**src/hw/rtl/dcp_pkg.sv**
```systemverilog
// Package for the digest challenge parser: types, constants and helper functions.
package dcp_pkg;

  localparam int unsigned RealmCap  = 64;
  localparam int unsigned NonceCap  = 128;
  localparam int unsigned OpaqueCap = 128;
  localparam int unsigned AlgoCap   = 32;
  localparam int unsigned QopCap    = 32;

  typedef enum logic [2:0] {
    PH_LEAD   = 3'd0,
    PH_PREFIX = 3'd1,
    PH_SEP    = 3'd2,
    PH_KEY    = 3'd3,
    PH_VSTART = 3'd4,
    PH_QVAL   = 3'd5,
    PH_BVAL   = 3'd6
  } phase_t;

  localparam logic [2:0] TGT_REALM  = 3'd0;
  localparam logic [2:0] TGT_NONCE  = 3'd1;
  localparam logic [2:0] TGT_OPAQUE = 3'd2;
  localparam logic [2:0] TGT_ALGO   = 3'd3;
  localparam logic [2:0] TGT_QOP    = 3'd4;
  localparam logic [2:0] TGT_NONE   = 3'd7;

  localparam logic KIND_CHAR    = 1'b0;
  localparam logic KIND_SUMMARY = 1'b1;

  localparam logic [7:0] CH_SPACE = 8'h20;
  localparam logic [7:0] CH_COMMA = 8'h2C;
  localparam logic [7:0] CH_TAB   = 8'h09;
  localparam logic [7:0] CH_EQ    = 8'h3D;
  localparam logic [7:0] CH_QUOTE = 8'h22;
  localparam logic [7:0] CH_CR    = 8'h0D;
  localparam logic [7:0] CH_LF    = 8'h0A;

  // Parser state, carried between items.
  typedef struct packed {
    phase_t      phase;
    logic [2:0]  prefix_count;
    logic [4:0]  key_bits;
    logic [3:0]  key_len;
    logic [2:0]  target;
    logic [6:0]  vidx;
    logic [63:0] qwin;
    logic [3:0]  qflags;
    logic [6:0]  len0;
    logic [6:0]  len1;
    logic [6:0]  len2;
    logic [6:0]  len3;
    logic        qop_state;
    logic        algo_given;
  } pstate_t;

  // One result item.
  typedef struct packed {
    logic       kind;
    logic [1:0] field_id;
    logic [6:0] char_index;
    logic [7:0] char_out;
    logic       challenge_valid;
    logic       qop_code;
    logic [5:0] realm_length;
    logic [6:0] nonce_length;
    logic [6:0] opaque_length;
    logic [4:0] algorithm_length;
    logic       algorithm_default;
    logic       last_result;
  } result_t;

  localparam int unsigned ResultW = $bits(result_t);

  function automatic pstate_t reset_state();
    pstate_t s;
    s = '0;
    s.phase    = PH_LEAD;
    s.key_bits = 5'h1F;
    s.target   = TGT_NONE;
    return s;
  endfunction

  function automatic logic [7:0] lower_ascii(input logic [7:0] c);
    return (c >= 8'h41 && c <= 8'h5A) ? c + 8'd32 : c;
  endfunction

  function automatic logic [7:0] prefix_letter(input logic [2:0] i);
    logic [7:0] r;
    case (i)
      3'd0: r = "d";
      3'd1: r = "i";
      3'd2: r = "g";
      3'd3: r = "e";
      3'd4: r = "s";
      3'd5: r = "t";
      default: r = 8'h00;
    endcase
    return r;
  endfunction

  // Letter k of candidate key i; zero beyond its length.
  function automatic logic [7:0] key_letter(input logic [2:0] i, input logic [3:0] k);
    logic [79:0] w;
    case (i)
      3'd0: w = {"realm", 40'h0};
      3'd1: w = {"nonce", 40'h0};
      3'd2: w = {"opaque", 32'h0};
      3'd3: w = {"qop", 56'h0};
      default: w = {"algorithm", 8'h0};
    endcase
    return (k < 4'd10) ? w[79 - 8*k -: 8] : 8'h00;
  endfunction

  function automatic logic [3:0] key_size(input logic [2:0] i);
    logic [3:0] r;
    case (i)
      3'd0: r = 4'd5;
      3'd1: r = 4'd5;
      3'd2: r = 4'd6;
      3'd3: r = 4'd3;
      default: r = 4'd9;
    endcase
    return r;
  endfunction

  function automatic logic [2:0] key_target(input logic [2:0] i);
    logic [2:0] r;
    case (i)
      3'd0: r = TGT_REALM;
      3'd1: r = TGT_NONCE;
      3'd2: r = TGT_OPAQUE;
      3'd3: r = TGT_QOP;
      default: r = TGT_ALGO;
    endcase
    return r;
  endfunction

  function automatic logic [8:0] field_cap(input logic [1:0] f);
    logic [8:0] r;
    case (f)
      2'd0: r = 9'(RealmCap);
      2'd1: r = 9'(NonceCap);
      2'd2: r = 9'(OpaqueCap);
      default: r = 9'(AlgoCap);
    endcase
    return r;
  endfunction

endpackage

```
**src/hw/rtl/digest_challenge_parser.sv**
```systemverilog
// Top level of the digest challenge parser.
//
// The block takes a Digest authentication challenge header one character per
// input item on the in_ channel (in_tdata is the character, in_tlast marks the
// last one; a zero character also ends the header). Every kept character of
// realm, nonce, opaque or algorithm leaves on the out_ channel as a character
// item, and the end of the header adds a summary item with out_tlast high.
// out_tuser tells the two kinds apart.
// An accepted character is applied to the parser state in the same cycle and
// its results are written to a two-entry output queue, so the first result
// is offered in the cycle after acceptance. One item is taken every cycle while
// the queue drains and the receiver is ready; the queue only takes a new item
// when it is empty or this cycle's pop leaves it empty, so a final character
// that yields two results holds in_tready low until the queue drains. When the
// receiver stalls, results wait in the queue and in_tready falls. Reset
// (synchronous, active low) empties the queue and returns the parser to the
// start of a header; after each summary it does so by itself.
module digest_challenge_parser (
  input  logic        clk,
  input  logic        rst_n,
  input  logic        in_tvalid,
  output logic        in_tready,
  input  logic [7:0]  in_tdata,   // byte_in
  input  logic        in_tlast,   // final_req
  output logic        out_tvalid,
  input  logic        out_tready,
  // [1:0] field_id, [8:2] char_index, [16:9] char_out, [17] challenge_valid,
  // [18] qop_code, [24:19] realm_length, [31:25] nonce_length,
  // [38:32] opaque_length, [43:39] algorithm_length, [44] algorithm_default,
  // [47:45] zero fill
  output logic [47:0] out_tdata,
  output logic        out_tuser,  // kind
  output logic        out_tlast   // last_result
);

  dcp_pkg::pstate_t st_r, st_nxt;
  dcp_pkg::result_t char_res, sum_res, q_data;
  logic             char_vld, sum_vld, room, acc;

  assign in_tready = room;
  assign acc = in_tvalid && in_tready;

  dcp_step u_step (
    .st      (st_r),
    .c       (in_tdata),
    .fin     (in_tlast),
    .st_nxt  (st_nxt),
    .char_vld(char_vld),
    .char_res(char_res),
    .sum_vld (sum_vld),
    .sum_res (sum_res)
  );

  always_ff @(posedge clk) begin
    if (!rst_n) st_r <= dcp_pkg::reset_state();
    else if (acc) st_r <= st_nxt;
  end

  dcp_out_queue u_queue (
    .clk      (clk),
    .rst_n    (rst_n),
    .push_a   (acc && char_vld),
    .data_a   (char_res),
    .push_b   (acc && sum_vld),
    .data_b   (sum_res),
    .has_room2(room),
    .out_vld  (out_tvalid),
    .out_data (q_data),
    .out_rdy  (out_tready)
  );

  assign out_tuser = q_data.kind;
  assign out_tlast = q_data.last_result;
  assign out_tdata = {3'b000, q_data.algorithm_default, q_data.algorithm_length,
                      q_data.opaque_length, q_data.nonce_length, q_data.realm_length,
                      q_data.qop_code, q_data.challenge_valid, q_data.char_out,
                      q_data.char_index, q_data.field_id};

  // A summary always carries last set and kind summary.
  a_last_kind: assert property (@(posedge clk) disable iff (!rst_n)
    out_tvalid |-> (out_tlast == out_tuser)) else $error("last/kind mismatch");
  // Parser state returns to header start after an accepted end of header.
  a_restart: assert property (@(posedge clk) disable iff (!rst_n)
    (in_tvalid && in_tready && (in_tlast || in_tdata == 8'h00)) |=>
      st_r.phase == dcp_pkg::PH_LEAD) else $error("no restart after header end");
  // A result that the receiver stalls while in_tready is low stays offered in the next cycle.
  a_no_overflow: assert property (@(posedge clk) disable iff (!rst_n)
    (out_tvalid && !out_tready && !in_tready) |=> out_tvalid) else $error("result lost");

endmodule

```
**src/hw/rtl/dcp_step.sv**
```systemverilog
// Combinational step logic: one character applied to the parser state.
module dcp_step (
  input  dcp_pkg::pstate_t st,
  input  logic [7:0]       c,
  input  logic             fin,
  output dcp_pkg::pstate_t st_nxt,
  output logic             char_vld,
  output dcp_pkg::result_t char_res,
  output logic             sum_vld,
  output dcp_pkg::result_t sum_res
);

  always_comb begin
    dcp_pkg::pstate_t s;
    logic again;
    logic [7:0] lc;
    logic [8:0] cap;
    logic [2:0] tg;
    logic [63:0] w;
    logic [1:0] fid;
    logic [6:0] l3;
    s = st;
    char_vld = 1'b0;
    char_res = '0;
    sum_res = '0;
    lc = dcp_pkg::lower_ascii(c);
    cap = '0;
    tg = '0;
    w = '0;
    fid = '0;
    l3 = '0;
    sum_vld = (c == 8'h00) || fin;
    // At most four phase transitions chain on one character.
    again = (c != 8'h00);
    for (int pass = 0; pass < 4; pass++) begin
      if (again) begin
        again = 1'b0;
        case (s.phase)
          dcp_pkg::PH_LEAD: begin
            if (c != dcp_pkg::CH_SPACE) begin
              s.phase = dcp_pkg::PH_PREFIX;
              s.prefix_count = '0;
              again = 1'b1;
            end
          end
          dcp_pkg::PH_PREFIX: begin
            if (s.prefix_count < 3'd6 && lc == dcp_pkg::prefix_letter(s.prefix_count)) begin
              s.prefix_count = s.prefix_count + 3'd1;
              if (s.prefix_count >= 3'd6) s.phase = dcp_pkg::PH_SEP;
            end else if (s.prefix_count == 3'd0) begin
              s.phase = dcp_pkg::PH_SEP;
              again = 1'b1;
            end else begin
              s.phase = dcp_pkg::PH_KEY;
              s.key_len = {1'b0, s.prefix_count};
              s.key_bits = '0;
              again = 1'b1;
            end
          end
          dcp_pkg::PH_SEP: begin
            if (!(c == dcp_pkg::CH_SPACE || c == dcp_pkg::CH_COMMA || c == dcp_pkg::CH_TAB)) begin
              s.key_len = '0;
              s.key_bits = 5'h1F;
              s.phase = dcp_pkg::PH_KEY;
              again = 1'b1;
            end
          end
          dcp_pkg::PH_KEY: begin
            if (c == dcp_pkg::CH_EQ) begin
              tg = dcp_pkg::TGT_NONE;
              for (int i = 0; i < 5; i++) begin
                if (s.key_bits[i] && s.key_len == dcp_pkg::key_size(3'(i)))
                  tg = dcp_pkg::key_target(3'(i));
              end
              s.target = tg;
              s.vidx = '0;
              case (tg)
                dcp_pkg::TGT_REALM: s.len0 = '0;
                dcp_pkg::TGT_NONCE: s.len1 = '0;
                dcp_pkg::TGT_OPAQUE: s.len2 = '0;
                dcp_pkg::TGT_ALGO: begin
                  s.len3 = '0;
                  s.algo_given = 1'b1;
                end
                dcp_pkg::TGT_QOP: begin
                  s.qwin = '0;
                  s.qflags = '0;
                end
                default: ;
              endcase
              s.phase = dcp_pkg::PH_VSTART;
            end else if (c == dcp_pkg::CH_COMMA) begin
              s.phase = dcp_pkg::PH_SEP;
            end else begin
              for (int i = 0; i < 5; i++) begin
                if (s.key_bits[i] && !(s.key_len < dcp_pkg::key_size(3'(i)) &&
                    lc == dcp_pkg::key_letter(3'(i), s.key_len)))
                  s.key_bits[i] = 1'b0;
              end
              if (s.key_len < 4'd15) s.key_len = s.key_len + 4'd1;
            end
          end
          dcp_pkg::PH_VSTART: begin
            if (c == dcp_pkg::CH_QUOTE) begin
              s.phase = dcp_pkg::PH_QVAL;
            end else begin
              s.phase = dcp_pkg::PH_BVAL;
              again = 1'b1;
            end
          end
          default: begin
            // Quoted or bare value.
            if ((s.phase == dcp_pkg::PH_QVAL && c == dcp_pkg::CH_QUOTE) ||
                (s.phase == dcp_pkg::PH_BVAL && (c == dcp_pkg::CH_COMMA ||
                 c == dcp_pkg::CH_SPACE || c == dcp_pkg::CH_CR || c == dcp_pkg::CH_LF))) begin
              if (s.target == dcp_pkg::TGT_QOP) begin
                if (s.qflags[1] && !s.qflags[2] && !s.qflags[3]) s.qop_state = 1'b0;
                else if (s.qflags[0]) s.qop_state = 1'b1;
              end
              s.target = dcp_pkg::TGT_NONE;
              again = (s.phase == dcp_pkg::PH_BVAL);
              s.phase = dcp_pkg::PH_SEP;
            end else if (s.phase != dcp_pkg::PH_QVAL && s.phase != dcp_pkg::PH_BVAL) begin
              s.phase = dcp_pkg::PH_SEP;
              again = 1'b1;
            end else if (s.target < 3'd4) begin
              fid = s.target[1:0];
              cap = dcp_pkg::field_cap(fid);
              if ({2'b0, s.vidx} < cap - 9'd1) begin
                char_vld = 1'b1;
                char_res.kind = dcp_pkg::KIND_CHAR;
                char_res.field_id = fid;
                char_res.char_index = s.vidx;
                char_res.char_out = c;
                s.vidx = s.vidx + 7'd1;
                case (fid)
                  2'd0: s.len0 = s.vidx;
                  2'd1: s.len1 = s.vidx;
                  2'd2: s.len2 = s.vidx;
                  default: s.len3 = s.vidx;
                endcase
              end
            end else if (s.target == dcp_pkg::TGT_QOP) begin
              if ({2'b0, s.vidx} < 9'(dcp_pkg::QopCap) - 9'd1) begin
                w = {s.qwin[55:0], c};
                s.qwin = w;
                if (w[31:0] == "auth") s.qflags[0] = 1'b1;
                if (w == "auth-int") s.qflags[1] = 1'b1;
                if (w[39:0] == "auth,") s.qflags[2] = 1'b1;
                if (w[39:0] == "auth ") s.qflags[3] = 1'b1;
                s.vidx = s.vidx + 7'd1;
              end
            end
          end
        endcase
      end
    end
    if (sum_vld) begin
      if ((s.phase == dcp_pkg::PH_VSTART || s.phase == dcp_pkg::PH_QVAL ||
           s.phase == dcp_pkg::PH_BVAL) && s.target == dcp_pkg::TGT_QOP) begin
        if (s.qflags[1] && !s.qflags[2] && !s.qflags[3]) s.qop_state = 1'b0;
        else if (s.qflags[0]) s.qop_state = 1'b1;
      end
      l3 = s.algo_given ? s.len3 : 7'd3;
      sum_res.kind = dcp_pkg::KIND_SUMMARY;
      sum_res.challenge_valid = (s.len0 != '0) && (s.len1 != '0);
      sum_res.qop_code = s.qop_state;
      sum_res.realm_length = s.len0[5:0];
      sum_res.nonce_length = s.len1;
      sum_res.opaque_length = s.len2;
      sum_res.algorithm_length = l3[4:0];
      sum_res.algorithm_default = !s.algo_given;
      sum_res.last_result = 1'b1;
      s = dcp_pkg::reset_state();
    end
    st_nxt = s;
  end

endmodule

```
**src/hw/rtl/dcp_out_queue.sv**
```systemverilog
// Two-entry result queue that decouples the parser from the output receiver.
module dcp_out_queue (
  input  logic             clk,
  input  logic             rst_n,
  input  logic             push_a,
  input  dcp_pkg::result_t data_a,
  input  logic             push_b,
  input  dcp_pkg::result_t data_b,
  output logic             has_room2,
  output logic             out_vld,
  output dcp_pkg::result_t out_data,
  input  logic             out_rdy
);

  dcp_pkg::result_t mem_r [2];
  logic             rd_r, rd_nxt;
  logic [1:0]       cnt_r, cnt_nxt;
  logic             pop;
  logic [1:0]       npush;
  logic             wa, wb;

  assign pop = out_vld && out_rdy;
  assign npush = {1'b0, push_a} + {1'b0, push_b};
  assign out_vld = cnt_r != 2'd0;
  assign out_data = mem_r[rd_r];
  // Room for two after this cycle's pop: accept only when the queue will be empty.
  assign has_room2 = (cnt_r == 2'd0) || (cnt_r == 2'd1 && pop);
  assign cnt_nxt = cnt_r + npush - {1'b0, pop};
  assign rd_nxt = rd_r ^ pop;
  assign wa = rd_r ^ cnt_r[0];
  assign wb = ~wa;

  always_ff @(posedge clk) begin
    if (!rst_n) begin
      cnt_r <= '0;
      rd_r <= 1'b0;
    end else begin
      cnt_r <= cnt_nxt;
      rd_r <= rd_nxt;
    end
  end

  always_ff @(posedge clk) begin
    if (push_a) mem_r[wa] <= data_a;
    if (push_b) mem_r[push_a ? wb : wa] <= data_b;
  end

endmodule
```
**config.mk**
```make
export PLATFORM = sky130hd
export DESIGN_NAME = digest_challenge_parser
export DESIGN_NICKNAME = d
export VERILOG_FILES = /design/src/hw/rtl/dcp_pkg.sv /design/src/hw/rtl/digest_challenge_parser.sv /design/src/hw/rtl/dcp_step.sv /design/src/hw/rtl/dcp_out_queue.sv
export SDC_FILE = /design/constraint.sdc
export NUM_CORES = 1
export LEC_CHECK = 0
export ABC_AREA = 1
export BUFFER_PORTS_ARGS = -buffer_cell sky130_fd_sc_hd__buf_4
export CAP_MARGIN = 20
export CORE_ASPECT_RATIO = 2
export CORE_MARGIN = 10
export CORE_UTILIZATION = 35
export CTS_BUF_LIST = sky130_fd_sc_hd__clkbuf_8 sky130_fd_sc_hd__clkbuf_16
export CTS_CLUSTER_SIZE = 25
export DETAILED_ROUTE_END_ITERATION = 6
export PLACE_DENSITY = 0.59
export REMOVE_ABC_BUFFERS = 1
export SLEW_MARGIN = 0
export SYNTH_ARGS = -nofsm -noshare
export SYNTH_HDL_FRONTEND = slang
export SYNTH_SLANG_ARGS = --single-unit
```
**constraint.sdc**
```tcl
create_clock -name clk -period 8.7 [get_ports clk]
set_input_delay 1.305 -clock clk [delete_from_list [all_inputs] [get_ports clk]]
set_output_delay 1.305 -clock clk [all_outputs]
set_load 0.05 [all_outputs]
```
After elaboration in Yosys (flattened, before gate mapping)
Memory sizes are Yosys's and may differ from the RTL's. A register that Yosys moved wholly into a read port is not among the register bits.
Index checks and enable logic that the tools add are counted.
Widths: inputs -> output; s select.
{ "totals": {"inputBits": 13, "memories": 1, "output_inout_bits": 52, "ramBits": 94, "register_bits": 126} }
{ "op_classes": {"n_eq_ne": 149, "shift": 20, "n_lt_le_gt_ge": 46, "bitwise_logic": 3, "addsub": 24, "n_reduce_logical": 175, "n_mux": 527} }
{ "memory_table": {"columns": ["name", "depth", "word_bits", "read_ports", "rd_clocked_by_memory_dff", "write_ports", "line_no", "rtl"], "rows": [
  ["u_queue.mem_r", 2, 47, 1, 1, 2, "dcp_out_queue.sv:15", "dcp_pkg::result_t mem_r [2];"]
]} }
{ "op_table": {"columns": ["op", "count"], "rows": [
  ["$mux 80", 50],
  ["$shiftx 87x33->8", 20],
  ["$pmux 106 s2", 4],
  ["$mux 103", 8],
  ["$mux 123", 5],
  ["$mux 75", 8],
  ["$mux 68", 8],
  ["$mux 106", 4],
  ["$mux 18", 23],
  ["$mux 9", 40],
  ["$eq 40x39->1 const B", 8],
  ["$mux 4", 80],
  ["$mux 7", 40],
  ["$eq 64x63->1 const B", 4],
  ["$mux 8", 29],
  ["$mux 28", 8],
  ["$mux 3", 68],
  ["$eq 8x8->1", 24],
  ["$pmux 7 s6", 4],
  ["$eq 32x31->1 const B", 4],
  ["$mux 1", 121],
  ["$pmux 9 s3", 4],
  ["$eq 3x3->1 const B", 32],
  ["$logic_and 1x1->1", 94],
  ["other kinds (49)", 254]
]} }

Depth between registers and ports, before layout
Gate-level depths: netlist of run 1.
{ "depth": {"ltp_word": 79, "ltp_mapped": 60} }

Modules after synthesis
From an unflattened synthesis of run 1, not the netlist that was laid out.
{ "hier_totals": {"cells_unflattened": 4145, "hier_area_um2": 25111.6} }
{ "modules_own_cells": {"columns": ["module", "cells_per_inst", "n_inst", "area_each_um2", "seq_area_each_um2"], "rows": [
  ["dcp_step", 2930, 1, 15222.1, 0.0],
  ["digest_challenge_parser", 773, 1, 5064.9, 2462.4],
  ["dcp_out_queue", 442, 1, 4824.6, 2902.8]
]} }

Least setup slack after synthesis of run 1
OpenSTA, ideal clock, no wires.
{ "synth_path": {"kind": "input to register", "start": "input in_tdata[0]", "end": "register st_r[116] (netlist name)", "path_slack_ps": 1541, "setup_ps": 61, "stages": 56, "required_time_ps": 8639, "arrival_ps": 7098, "cell_sequence": "buf_6 > inv_6 > nand2_2 > nor2_2 > nand3_2 > nand2_4 > nand2_2 > nand2_4 > nand3_4 > nor2_4 > nor2_1 > or2_2 > a21oi_1 > inv_1 > ha_1 > nand3_1 > nand3_1 > nand2_1 > [... 20 more ...] > nand2_1 > inv_2 > nand3_1 > nand2_1 > nand2_1 > nand2_1 > nand2_1 > nor2_1 > nand2_1 > nor2_1 > nand2_1 > nand2_1 > nand2_1 > nand2_1 > nand2_1 > nand2_1 > nand2_1 > nand2_1"} }
{ "synth_via": {"elab_chain_len": 39, "word_cells_on_any_way": 214, "cone_classes": "8 x add/sub; 15 x order compare; 50 x eq/ne; 3 x shift; 98 x mux; 40 x reduce/logical"} }
{ "synth_rtl": {"columns": ["element", "line_no", "rtl"], "rows": [
  ["start, declared", "digest_challenge_parser.sv:23", "input logic [7:0] in_tdata,"],
  ["$ge 8x7->1 / $le 8x7->1 (equally long branches)", "dcp_pkg.sv:84", "return (c >= 8'h41 && c <= 8'h5A) ? c + 8'd32 : c;"],
  ["$logic_and 1x1->1", "dcp_pkg.sv:84", null],
  ["$mux 8", "dcp_pkg.sv:84", null],
  ["$eq 8x8->1", "dcp_step.sv:47", "if (s.prefix_count < 3'd6 && lc == dcp_pkg::prefix_letter(s.prefix_count)) begin"],
  ["$logic_and 1x1->1", "dcp_step.sv:47", null],
  ["$mux 3", "dcp_step.sv:47", null],
  ["$pmux 3 s2", "dcp_step.sv:38", "case (s.phase)"],
  ["$mux 123", "dcp_step.sv:36", "if (again) begin"],
  ["[... 23 more ...]", null, null],
  ["$logic_not 1->1", "dcp_step.sv:96", "if (s.key_bits[i] && !(s.key_len < dcp_pkg::key_size(3'(i)) &&"],
  ["$logic_and 1x1->1", "dcp_step.sv:96", null],
  ["$mux 1", "dcp_step.sv:96", null],
  ["$mux 9", "dcp_step.sv:92", "end else if (c == dcp_pkg::CH_COMMA) begin"],
  ["$mux 9", "dcp_step.sv:69", "if (c == dcp_pkg::CH_EQ) begin"],
  ["$pmux 9 s3", "dcp_step.sv:38", null],
  ["$mux 123", "dcp_step.sv:36", null],
  ["$mux 123 *", "dcp_step.sv:158", "if (sum_vld) begin"],
  ["end signal, assigned", "digest_challenge_parser.sv:55", "if (!rst_n) st_r <= dcp_pkg::reset_state();"],
  ["end signal, assigned", "digest_challenge_parser.sv:56", "else if (acc) st_r <= st_nxt;"],
  ["end, declared", "digest_challenge_parser.sv:36", "dcp_pkg::pstate_t st_r, st_nxt;"]
]} }
Every way passes the cells marked *; elsewhere a longest branch is shown, timed or not. The select of a mux whose other input is x is not followed.
A chain may end at the register's enable or synchronous reset.

Final worst setup path of run 1
{ "layout_path": {"start": "input in_tdata[1]", "end": "register st_r[48] (netlist name)"} }
{ "layout_via": {"elab_chain_len": 49, "word_cells_on_any_way": 402, "cone_classes": "11 x add/sub; 26 x order compare; 82 x eq/ne; 10 x shift; 175 x mux; 98 x reduce/logical"} }
{ "layout_rtl": {"columns": ["element", "line_no", "rtl"], "rows": [
  ["$ge 8x7->1 / $le 8x7->1 (equally long branches)", "dcp_pkg.sv:84", null],
  ["$logic_and 1x1->1", "dcp_pkg.sv:84", null],
  ["$mux 8", "dcp_pkg.sv:84", null],
  ["$eq 8x8->1", "dcp_step.sv:97", "lc == dcp_pkg::key_letter(3'(i), s.key_len)))"],
  ["$logic_and 1x1->1", "dcp_step.sv:96", null],
  ["$logic_not 1->1", "dcp_step.sv:96", null],
  ["$logic_and 1x1->1", "dcp_step.sv:96", null],
  ["$mux 1", "dcp_step.sv:96", null],
  ["[... 33 more ...]", null, null],
  ["$mux 75", "dcp_step.sv:144", "if ({2'b0, s.vidx} < 9'(dcp_pkg::QopCap) - 9'd1) begin"],
  ["$mux 75", "dcp_step.sv:143", "end else if (s.target == dcp_pkg::TGT_QOP) begin"],
  ["$mux 68", "dcp_step.sv:126", "end else if (s.target < 3'd4) begin"],
  ["$mux 103", "dcp_step.sv:123", "end else if (s.phase != dcp_pkg::PH_QVAL && s.phase != dcp_pkg::PH_BVAL) begin"],
  ["$mux 103", "dcp_step.sv:113", "if ((s.phase == dcp_pkg::PH_QVAL && c == dcp_pkg::CH_QUOTE) ||"],
  ["$pmux 106 s2", "dcp_step.sv:38", null],
  ["$mux 123", "dcp_step.sv:36", null],
  ["$mux 123 *", "dcp_step.sv:158", null]
]} }
Marks and branches as above.

==> metrics.txt, run 1 <==
# TYPE chip_impl_metric gauge
chip_impl_metric{name="report.final.slew_viol_count",unit=""} 0
chip_impl_info{name="cell_types_with_the_largest_area_share_after_synthesis",value="sky130_fd_sc_hd__nand2_1 15%, sky130_fd_sc_hd__dfxtp_1 13%, sky130_fd_sc_hd__o21ai_0 8.6%"} 1
chip_impl_info{name="crit_slowest_cell",value="sky130_fd_sc_hd__buf_4"} 1
chip_impl_metric{name="placement.io_buffers",unit=""} 61
chip_impl_info{name="timing.rr.end",value="st_r[48]"} 1
chip_impl_metric{name="ff_latch_area",unit="sq mm"} 0.00477
chip_impl_metric{name="worst_slew_margin_rel",unit=""} 0.225
chip_impl_info{name="min_delay_worst_endpoint",value="st_r[23]"} 1
chip_impl_metric{name="timing.final.crit_share",unit=""} 0.904
chip_impl_metric{name="place_inst",unit=""} 4721
chip_impl_metric{name="detailedRoute.firstPassIterationCount",unit=""} 7
chip_impl_metric{name="synth_warnings",unit=""} 0
chip_impl_metric{name="post-dp-hpwl",unit="mm"} 73.2
chip_impl_metric{name="cp.arrival",unit="ps"} 8290
chip_impl_info{name="crit_path_end_kind",value="flip-flop"} 1
chip_impl_info{name="path_class",value="in2reg"} 1
chip_impl_metric{name="std_cell_core_area",unit="sq mm"} 0.0666
chip_impl_metric{name="synth-edff-count",unit=""} 58
chip_impl_metric{name="ys_seq_elements",unit=""} 209
chip_impl_metric{name="clock_skew",unit="ps"} 35.4
chip_impl_metric{name="ant_nets",unit=""} 0
chip_impl_metric{name="slew_at_the_pin_with_the_worst_max_slew_slack",unit="ps"} 1150
chip_impl_metric{name="drt_drc_violations_left",unit=""} 3
chip_impl_info{name="outcome",value="finished with violations"} 1
chip_impl_metric{name="n_antenna_cell",unit=""} 0
chip_impl_metric{name="finalCriticalPeriod",unit="ps"} 7860
chip_impl_metric{name="wl_per_cell",unit="um"} 21.2
chip_impl_metric{name="hold_violations",unit=""} 0
chip_impl_metric{name="grt_start_max_net_pins",unit=""} 113
chip_impl_metric{name="fin_cells",unit=""} 4763
chip_impl_info{name="critical_path.startpoint_type",value="input port"} 1
chip_impl_info{name="cts_tree",value="yes"} 1
chip_impl_metric{name="layout-area-overhead-vs-synth",unit="%"} 8.48
chip_impl_metric{name="reg2reg_depth",unit=""} 43
chip_impl_metric{name="clk_pin_slew_worst_paths",unit="ps"} 70
chip_impl_metric{name="initial_utilization",unit=""} 0.353
chip_impl_metric{name="yosys.area.top_type_share",unit=""} 0.150
chip_impl_metric{name="postCtsHoldBufs",unit=""} 0
chip_impl_metric{name="ys_async_sr_fraction",unit=""} 0
chip_impl_metric{name="floorplan.die_area",unit="sq mm"} 0.0784
chip_impl_metric{name="finalWorstSetupSlack",unit="ps"} 839
chip_impl_metric{name="grt_pass1_wl",unit="mm"} 154
chip_impl_metric{name="timing.critical_path.slowest_cell_delay",unit="ps"} 440
chip_impl_metric{name="detailedRoute.firstIterationViolations",unit=""} 2051
chip_impl_metric{name="syn-mean-instance-area",unit="sq um"} 5.96
chip_impl_metric{name="cts.repair_timing.setup_buffer_count",unit=""} 0
chip_impl_metric{name="gp_routability_congestion",unit=""} 1.03
chip_impl_metric{name="grt_antenna_before_repair",unit=""} 0
chip_impl_metric{name="finish.net_count",unit=""} 3939
chip_impl_metric{name="via_count_of_the_first_global_routing_pass",unit=""} 26981
chip_impl_metric{name="cts_made_buffers",unit=""} 23
chip_impl_metric{name="clock_sinks",unit=""} 209
chip_impl_metric{name="route.vias.total",unit=""} 27760
chip_impl_info{name="timing.hold.worst.start",value="st_r[23]"} 1
chip_impl_metric{name="drive_above_1_share",unit=""} 0.113
chip_impl_metric{name="drt-total-wl",unit="mm"} 101
chip_impl_info{name="unrepaired_setup_endpoints_after_global_routing",value="false"} 1
chip_impl_metric{name="grtUsageTotal",unit=""} 0.248
chip_impl_metric{name="timing.critical_path.required",unit="ps"} 9130
chip_impl_metric{name="cts.htree.levels",unit=""} 1
chip_impl_metric{name="yosysSeqAreaShare",unit=""} 0.203
chip_impl_info{name="yosys_most_used_dff",value="sky130_fd_sc_hd__dfxtp_1"} 1
chip_impl_info{name="r2r_start",value="st_r[118]"} 1
chip_impl_metric{name="fp.dieH",unit="um"} 386
chip_impl_info{name="yosys.cell_count.top_type",value="sky130_fd_sc_hd__nand2_1"} 1
chip_impl_metric{name="gr-total-overflow",unit=""} 0
chip_impl_metric{name="slack_of_the_worst_reg_to_reg_path",unit="ps"} 1050
chip_impl_metric{name="vias_per_cell",unit=""} 5.83
chip_impl_metric{name="multi_input_area",unit="sq mm"} 0.0162
chip_impl_info{name="holdCritPathClass",value="reg2reg"} 1
chip_impl_metric{name="path_max_fanout",unit=""} 36
chip_impl_metric{name="yosys.cell_types.count",unit=""} 81
chip_impl_metric{name="syn_inst",unit=""} 3940
chip_impl_metric{name="placement.setup.worst_slack",unit="ps"} 495
chip_impl_metric{name="design.portCount",unit=""} 65
chip_impl_info{name="synth_commonest_cells",value="940 x sky130_fd_sc_hd__nand2_1, 402 x sky130_fd_sc_hd__o21ai_0, 352 x sky130_fd_sc_hd__a21oi_1"} 1
chip_impl_metric{name="filler_cell_count",unit=""} 7341
chip_impl_metric{name="max_cap_viols",unit=""} 0
chip_impl_info{name="failed_checks",value="DRC"} 1
chip_impl_metric{name="die_w",unit="um"} 203
chip_impl_metric{name="clock_latency",unit="ps"} 590
chip_impl_info{name="root_buf_cell",value="sky130_fd_sc_hd__clkbuf_16"} 1
chip_impl_metric{name="core.rowCount",unit=""} 134
chip_impl_metric{name="max-clock-path-buffers",unit=""} 3
chip_impl_metric{name="cts-resized-gates",unit=""} 0
chip_impl_metric{name="worst_hold_path.num_cells",unit=""} 2
chip_impl_metric{name="finalSetupViolations",unit=""} 0
chip_impl_metric{name="clock.fmax",unit="MHz"} 127
chip_impl_metric{name="synthesized_cell_area",unit="sq mm"} 0.0235
chip_impl_info{name="synth_largest_area_cell",value="sky130_fd_sc_hd__nand2_1"} 1
==> worst max-delay path by stage <==
stage                           endpoint  slack, ps         from  cells after the start
floorplan           u_queue.mem_r[1][27]      -2920  in_tdata[1]                     30
global placement                st_r[48]        540  in_tdata[2]                     42
detailed placement              st_r[48]        490  in_tdata[2]                     42
CTS                             st_r[49]       1080  in_tdata[2]                     42
global route                    st_r[49]        180  in_tdata[1]                     41
finish                          st_r[48]        840  in_tdata[1]                     41
==> cell usage in the layout (no fill, tap or decap), types with 16 or more instances in the layout <==
| master | count |
|---|---|
| sky130_fd_sc_hd__o22ai_1 | 24 |
| sky130_fd_sc_hd__or2_0 | 16 |
| sky130_fd_sc_hd__a22oi_1 | 21 |
| sky130_fd_sc_hd__nor2_2 | 22 |
| sky130_fd_sc_hd__o21ai_1 | 173 |
| sky130_fd_sc_hd__or2_2 | 45 |
| sky130_fd_sc_hd__o21ai_0 | 402 |
| sky130_fd_sc_hd__nand3_1 | 287 |
| sky130_fd_sc_hd__edfxtp_1 | 58 |
| sky130_fd_sc_hd__a32oi_1 | 52 |
| sky130_fd_sc_hd__o211ai_1 | 44 |
| sky130_fd_sc_hd__a31oi_1 | 21 |
| sky130_fd_sc_hd__nand4_1 | 58 |
| sky130_fd_sc_hd__mux2_2 | 29 |
| sky130_fd_sc_hd__clkbuf_16 | 23 |
| sky130_fd_sc_hd__ha_1 | 63 |
| sky130_fd_sc_hd__inv_2 | 46 |
| sky130_fd_sc_hd__nand2_4 | 17 |
| sky130_fd_sc_hd__inv_1 | 332 |
| sky130_fd_sc_hd__nand2_2 | 38 |
| sky130_fd_sc_hd__buf_4 | 137 |
| sky130_fd_sc_hd__xor2_1 | 38 |
| sky130_fd_sc_hd__dfxtp_1 | 150 |
| sky130_fd_sc_hd__nor3_1 | 49 |
| sky130_fd_sc_hd__nor4_1 | 30 |
| sky130_fd_sc_hd__a21oi_1 | 352 |
| sky130_fd_sc_hd__nand2_1 | 938 |
| sky130_fd_sc_hd__nor2_1 | 241 |
==> metal layers <==
metal / track usage / share of wire / vias up
met5: 0 / 0 / -
met4: 0.220 / 0.096 / 0
met3: 0.0352 / 0.057 / 473
li1: - / - / 13274
met1: 0.236 / 0.34 / 12816
met2: 0.455 / 0.50 / 1197
==> area by class of cell <==
class | count | share of cell area
flip-flops and latches | 209 | 0.187
multi-input cells | 3096 | 0.637
repair buffers | 141 | 0.0435
clock inverters | 19 | 0.00796
inverters | 391 | 0.0587
clock buffers | 23 | 0.0226
well taps | 884 | 0.0434
==> cells by family (layout without fill, tap and decap cells) <==
logic type               after synthesis  count (layout)  synth area share
other                                  1               3          0.000160
flip-flops                           209             209             0.203
AO/OA/AOI/OAI                       1156            1156             0.275
multiplexers                          30              30            0.0143
buffers and inverters                637             574             0.109
adder cells (fa/ha/maj)               65              65            0.0349
XOR/XNOR                              43              43            0.0170
AND/OR/NAND/NOR                     1799            1799             0.347
==> sequential cells by signal, summed over array words and instances, names as in the netlist, named ones only <==
| name | count |
|---|---|
| st_r | 113 |
| u_queue.cnt_r | 2 |
| u_queue.mem_r | 92 |
| u_queue.rd_r | 1 |
==> worst max-delay path: cells and delay by family <==
family                   cells  cell delay, ps
AO/OA/AOI/OAI                7             980
XOR/XNOR                     1             250
adder cells (fa/ha/maj)      2             480
buffers and inverters        5            1110
AND/OR/NAND/NOR             26            4110
==> per-stage QoR <==
| step | utilization | area [sq um] | setup TNS (ps) | hold WS (ps) |
|---|---|---|---|---|
| after global placement | 0.371 | 24700 | 0 | 452 |
| after floorplan | - | 22400 | -353960 | 445 |
| final | 0.382 | 25500 | 0 | 468 |
| after global routing | 0.382 | 25500 | 0 | 482 |
| after detailed placement | 0.371 | 24700 | 0 | 456 |
| after CTS | 0.382 | 25500 | 0 | 467 |
Power of run 1 is left out: the tool's default activity adds up to more than one toggle a clock period on the data nets, which glitch-free logic cannot reach.
==> inputs of run 2 (changes only) <==
- MAX_ROUTING_LAYER: default -> met4
==> metrics.txt, run 2 (synthesis results as in run 1) <==
# TYPE chip_impl_metric gauge
chip_impl_metric{name="detailedRoute.firstIterationViolations",unit=""} 2506
chip_impl_metric{name="drive_above_1_share",unit=""} 0.114
chip_impl_metric{name="std_cell_core_area",unit="sq mm"} 0.0666
chip_impl_info{name="final_cell_mix",value="938 x sky130_fd_sc_hd__nand2_1, 402 x sky130_fd_sc_hd__o21ai_0, 352 x sky130_fd_sc_hd__a21oi_1"} 1
chip_impl_metric{name="design.portCount",unit=""} 65
chip_impl_metric{name="post-dp-hpwl",unit="mm"} 73.4
chip_impl_metric{name="grt_antenna_before_repair",unit=""} 1
chip_impl_metric{name="floorplan.die_area",unit="sq mm"} 0.0784
chip_impl_metric{name="grt_pass1_wl",unit="mm"} 156
chip_impl_metric{name="drt_drc_violations_left",unit=""} 0
chip_impl_metric{name="clock.fmax",unit="MHz"} 124
chip_impl_info{name="critical_path.top_delay_family",value="simple AND/OR/NAND/NOR gates"} 1
chip_impl_info{name="path_class",value="in2reg"} 1
chip_impl_info{name="crit_path_end_kind",value="flip-flop"} 1
chip_impl_metric{name="initial_utilization",unit=""} 0.353
chip_impl_metric{name="vias_per_cell",unit=""} 5.87
chip_impl_info{name="outcome",value="completed"} 1
chip_impl_metric{name="reg2reg_depth",unit=""} 43
chip_impl_metric{name="clock_sinks",unit=""} 209
chip_impl_metric{name="worst_slew_margin_rel",unit=""} 0.253
chip_impl_info{name="critical_path.startpoint_type",value="input port"} 1
chip_impl_metric{name="grt_start_max_net_pins",unit=""} 161
chip_impl_metric{name="post_dp_cell_area",unit="sq mm"} 0.0247
chip_impl_metric{name="slew_at_the_pin_with_the_worst_max_slew_slack",unit="ps"} 1120
chip_impl_metric{name="route.vias.total",unit=""} 27993
chip_impl_metric{name="cts_made_buffers",unit=""} 23
chip_impl_metric{name="ff_latch_area",unit="sq mm"} 0.00477
chip_impl_metric{name="finalCriticalPeriod",unit="ps"} 8060
chip_impl_metric{name="timing.critical_path.slowest_cell_delay",unit="ps"} 430
chip_impl_metric{name="grt.met1_usage",unit=""} 0.246
chip_impl_metric{name="place_inst",unit=""} 4725
chip_impl_metric{name="gr-usage-met2",unit=""} 0.458
chip_impl_metric{name="cts.repair_timing.setup_buffer_count",unit=""} 0
chip_impl_metric{name="filler_cell_count",unit=""} 7346
chip_impl_info{name="register_with_the_most_flip_flops",value="st_r"} 1
chip_impl_metric{name="largest_register_ff_count",unit=""} 113
chip_impl_info{name="timing.rr.end",value="st_r[49]"} 1
chip_impl_metric{name="hold_violations",unit=""} 0
chip_impl_metric{name="fin_cells",unit=""} 4769
chip_impl_metric{name="finalSetupViolations",unit=""} 0
chip_impl_info{name="timing.hold.worst.start",value="st_r[1]"} 1
chip_impl_metric{name="clock_latency",unit="ps"} 600
chip_impl_metric{name="wl_per_cell",unit="um"} 21.5
chip_impl_metric{name="path_max_fanout",unit=""} 36
chip_impl_metric{name="worst_hold_path.num_cells",unit=""} 2
chip_impl_metric{name="timing.critical_path.required",unit="ps"} 9140
chip_impl_metric{name="cts.htree.levels",unit=""} 1
chip_impl_info{name="unrepaired_setup_endpoints_after_global_routing",value="false"} 1
chip_impl_info{name="final_common_cell",value="sky130_fd_sc_hd__nand2_1"} 1
chip_impl_metric{name="clk_pin_slew_worst_paths",unit="ps"} 70
chip_impl_metric{name="drt-total-wl",unit="mm"} 102
chip_impl_info{name="holdCritPathClass",value="reg2reg"} 1
chip_impl_metric{name="max-clock-path-buffers",unit=""} 3
chip_impl_metric{name="report.final.slew_viol_count",unit=""} 0
chip_impl_metric{name="cp.arrival",unit="ps"} 8500
chip_impl_metric{name="grtUsageMet3",unit=""} 0.0398
chip_impl_info{name="r2r_start",value="st_r[118]"} 1
chip_impl_metric{name="via_count_of_the_first_global_routing_pass",unit=""} 26556
chip_impl_metric{name="fp.dieH",unit="um"} 386
chip_impl_metric{name="timing.final.crit_share",unit=""} 0.927
chip_impl_metric{name="layout-area-overhead-vs-synth",unit="%"} 8.45
chip_impl_metric{name="slack_of_the_worst_reg_to_reg_path",unit="ps"} 830
chip_impl_metric{name="totalNegativeSetupSlack",unit="ps"} 0
chip_impl_metric{name="postCtsHoldBufs",unit=""} 0
chip_impl_metric{name="cts-resized-gates",unit=""} 0
chip_impl_metric{name="gp_routability_congestion",unit=""} 1.07
chip_impl_metric{name="ant_nets",unit=""} 0
chip_impl_info{name="top_regs",value="st_r: 113 flops, u_queue.mem_r: 92 flops, u_queue.cnt_r: 2 flops"} 1
chip_impl_metric{name="die_w",unit="um"} 203
chip_impl_metric{name="multi_input_area",unit="sq mm"} 0.0162
chip_impl_info{name="busiest_layer",value="met2"} 1
chip_impl_metric{name="stdcell_area",unit="sq mm"} 0.0255
chip_impl_metric{name="detailedRoute.firstPassIterationCount",unit=""} 6
chip_impl_metric{name="gr-total-overflow",unit=""} 0
chip_impl_metric{name="core.rowCount",unit=""} 134
chip_impl_info{name="min_delay_worst_endpoint",value="st_r[1]"} 1
chip_impl_info{name="crit_slowest_cell",value="sky130_fd_sc_hd__buf_4"} 1
chip_impl_info{name="root_buf_cell",value="sky130_fd_sc_hd__clkbuf_16"} 1
chip_impl_metric{name="layout.core_utilization",unit=""} 0.382
chip_impl_metric{name="grtUsageTotal",unit=""} 0.259
chip_impl_metric{name="finish.net_count",unit=""} 3944
chip_impl_metric{name="cp_num_buf_inv",unit=""} 6
chip_impl_info{name="cts_tree",value="yes"} 1
chip_impl_metric{name="max_cap_viols",unit=""} 0
chip_impl_metric{name="clock_skew",unit="ps"} 25.9
chip_impl_metric{name="placement.io_buffers",unit=""} 61
[run 2: cell count changes in the layout (fill, tap and decap cells not counted)]
| cell | delta |
|---|---|
| sky130_fd_sc_hd__buf_12 | -2 |
| sky130_fd_sc_hd__buf_4 | +6 |
| sky130_fd_sc_hd__clkbuf_2 | +1 |
| sky130_fd_sc_hd__clkinv_1 | +1 |
| sky130_fd_sc_hd__clkinv_2 | +2 |
| sky130_fd_sc_hd__clkinv_4 | -2 |
| sky130_fd_sc_hd__clkinvlp_2 | +1 |
| sky130_fd_sc_hd__clkinvlp_4 | +2 |
| sky130_fd_sc_hd__diode_2 | +1 |
| sky130_fd_sc_hd__inv_6 | -4 |
[run 2: worst max path at each step]
stage,slack [ps],cells after the start,endpoint,startpoint
final,640,42,st_r[49],in_tdata[2]
after global routing,90,42,st_r[56],in_tdata[2]
after CTS,1000,42,st_r[41],in_tdata[2]
after detailed placement,390,42,st_r[41],in_tdata[2]
after global placement,440,42,st_r[49],in_tdata[2]
after floorplan,-2920,30,u_queue.mem_r[1][27],in_tdata[1]
[run 2: through the flow]
| stage | setup slack [ps] | hold WS (ps) |
|---|---|---|
| 3_5_place_dp | 386 | 460 |
| 2_1_floorplan | -2920 | 445 |
| 4_1_cts | 996 | 470 |
| 5_1_grt | 85.1 | 489 |
| 6_report | 639 | 470 |
| 3_3_place_gp | 441 | 454 |
[run 2: final cells by class]
type                    instances  area share
repair buffers                146      0.0439
inverters                     391      0.0587
well taps                     884      0.0435
clock buffers                  23      0.0226
multi-input cells            3096       0.637
flip-flops and latches        209       0.187
diodes                          1   0.0000983
clock inverters                19     0.00723
[run 2: tightest hold or removal path: cells and delay by family (launching register included)]
family | cells | cell delay, ps
DFF | 1 | 310
and+or+nand+nor | 1 | 60
AOI/OAI and AO/OA | 1 | 50
[run 2: routing by layer]
metal	part of all wire	vias up
met5	0	-
met4	0.091	0
met3	0.065	472
met2	0.50	1286
met1	0.34	12955
li1	-	13280
Power of run 2 is left out for the same reason.
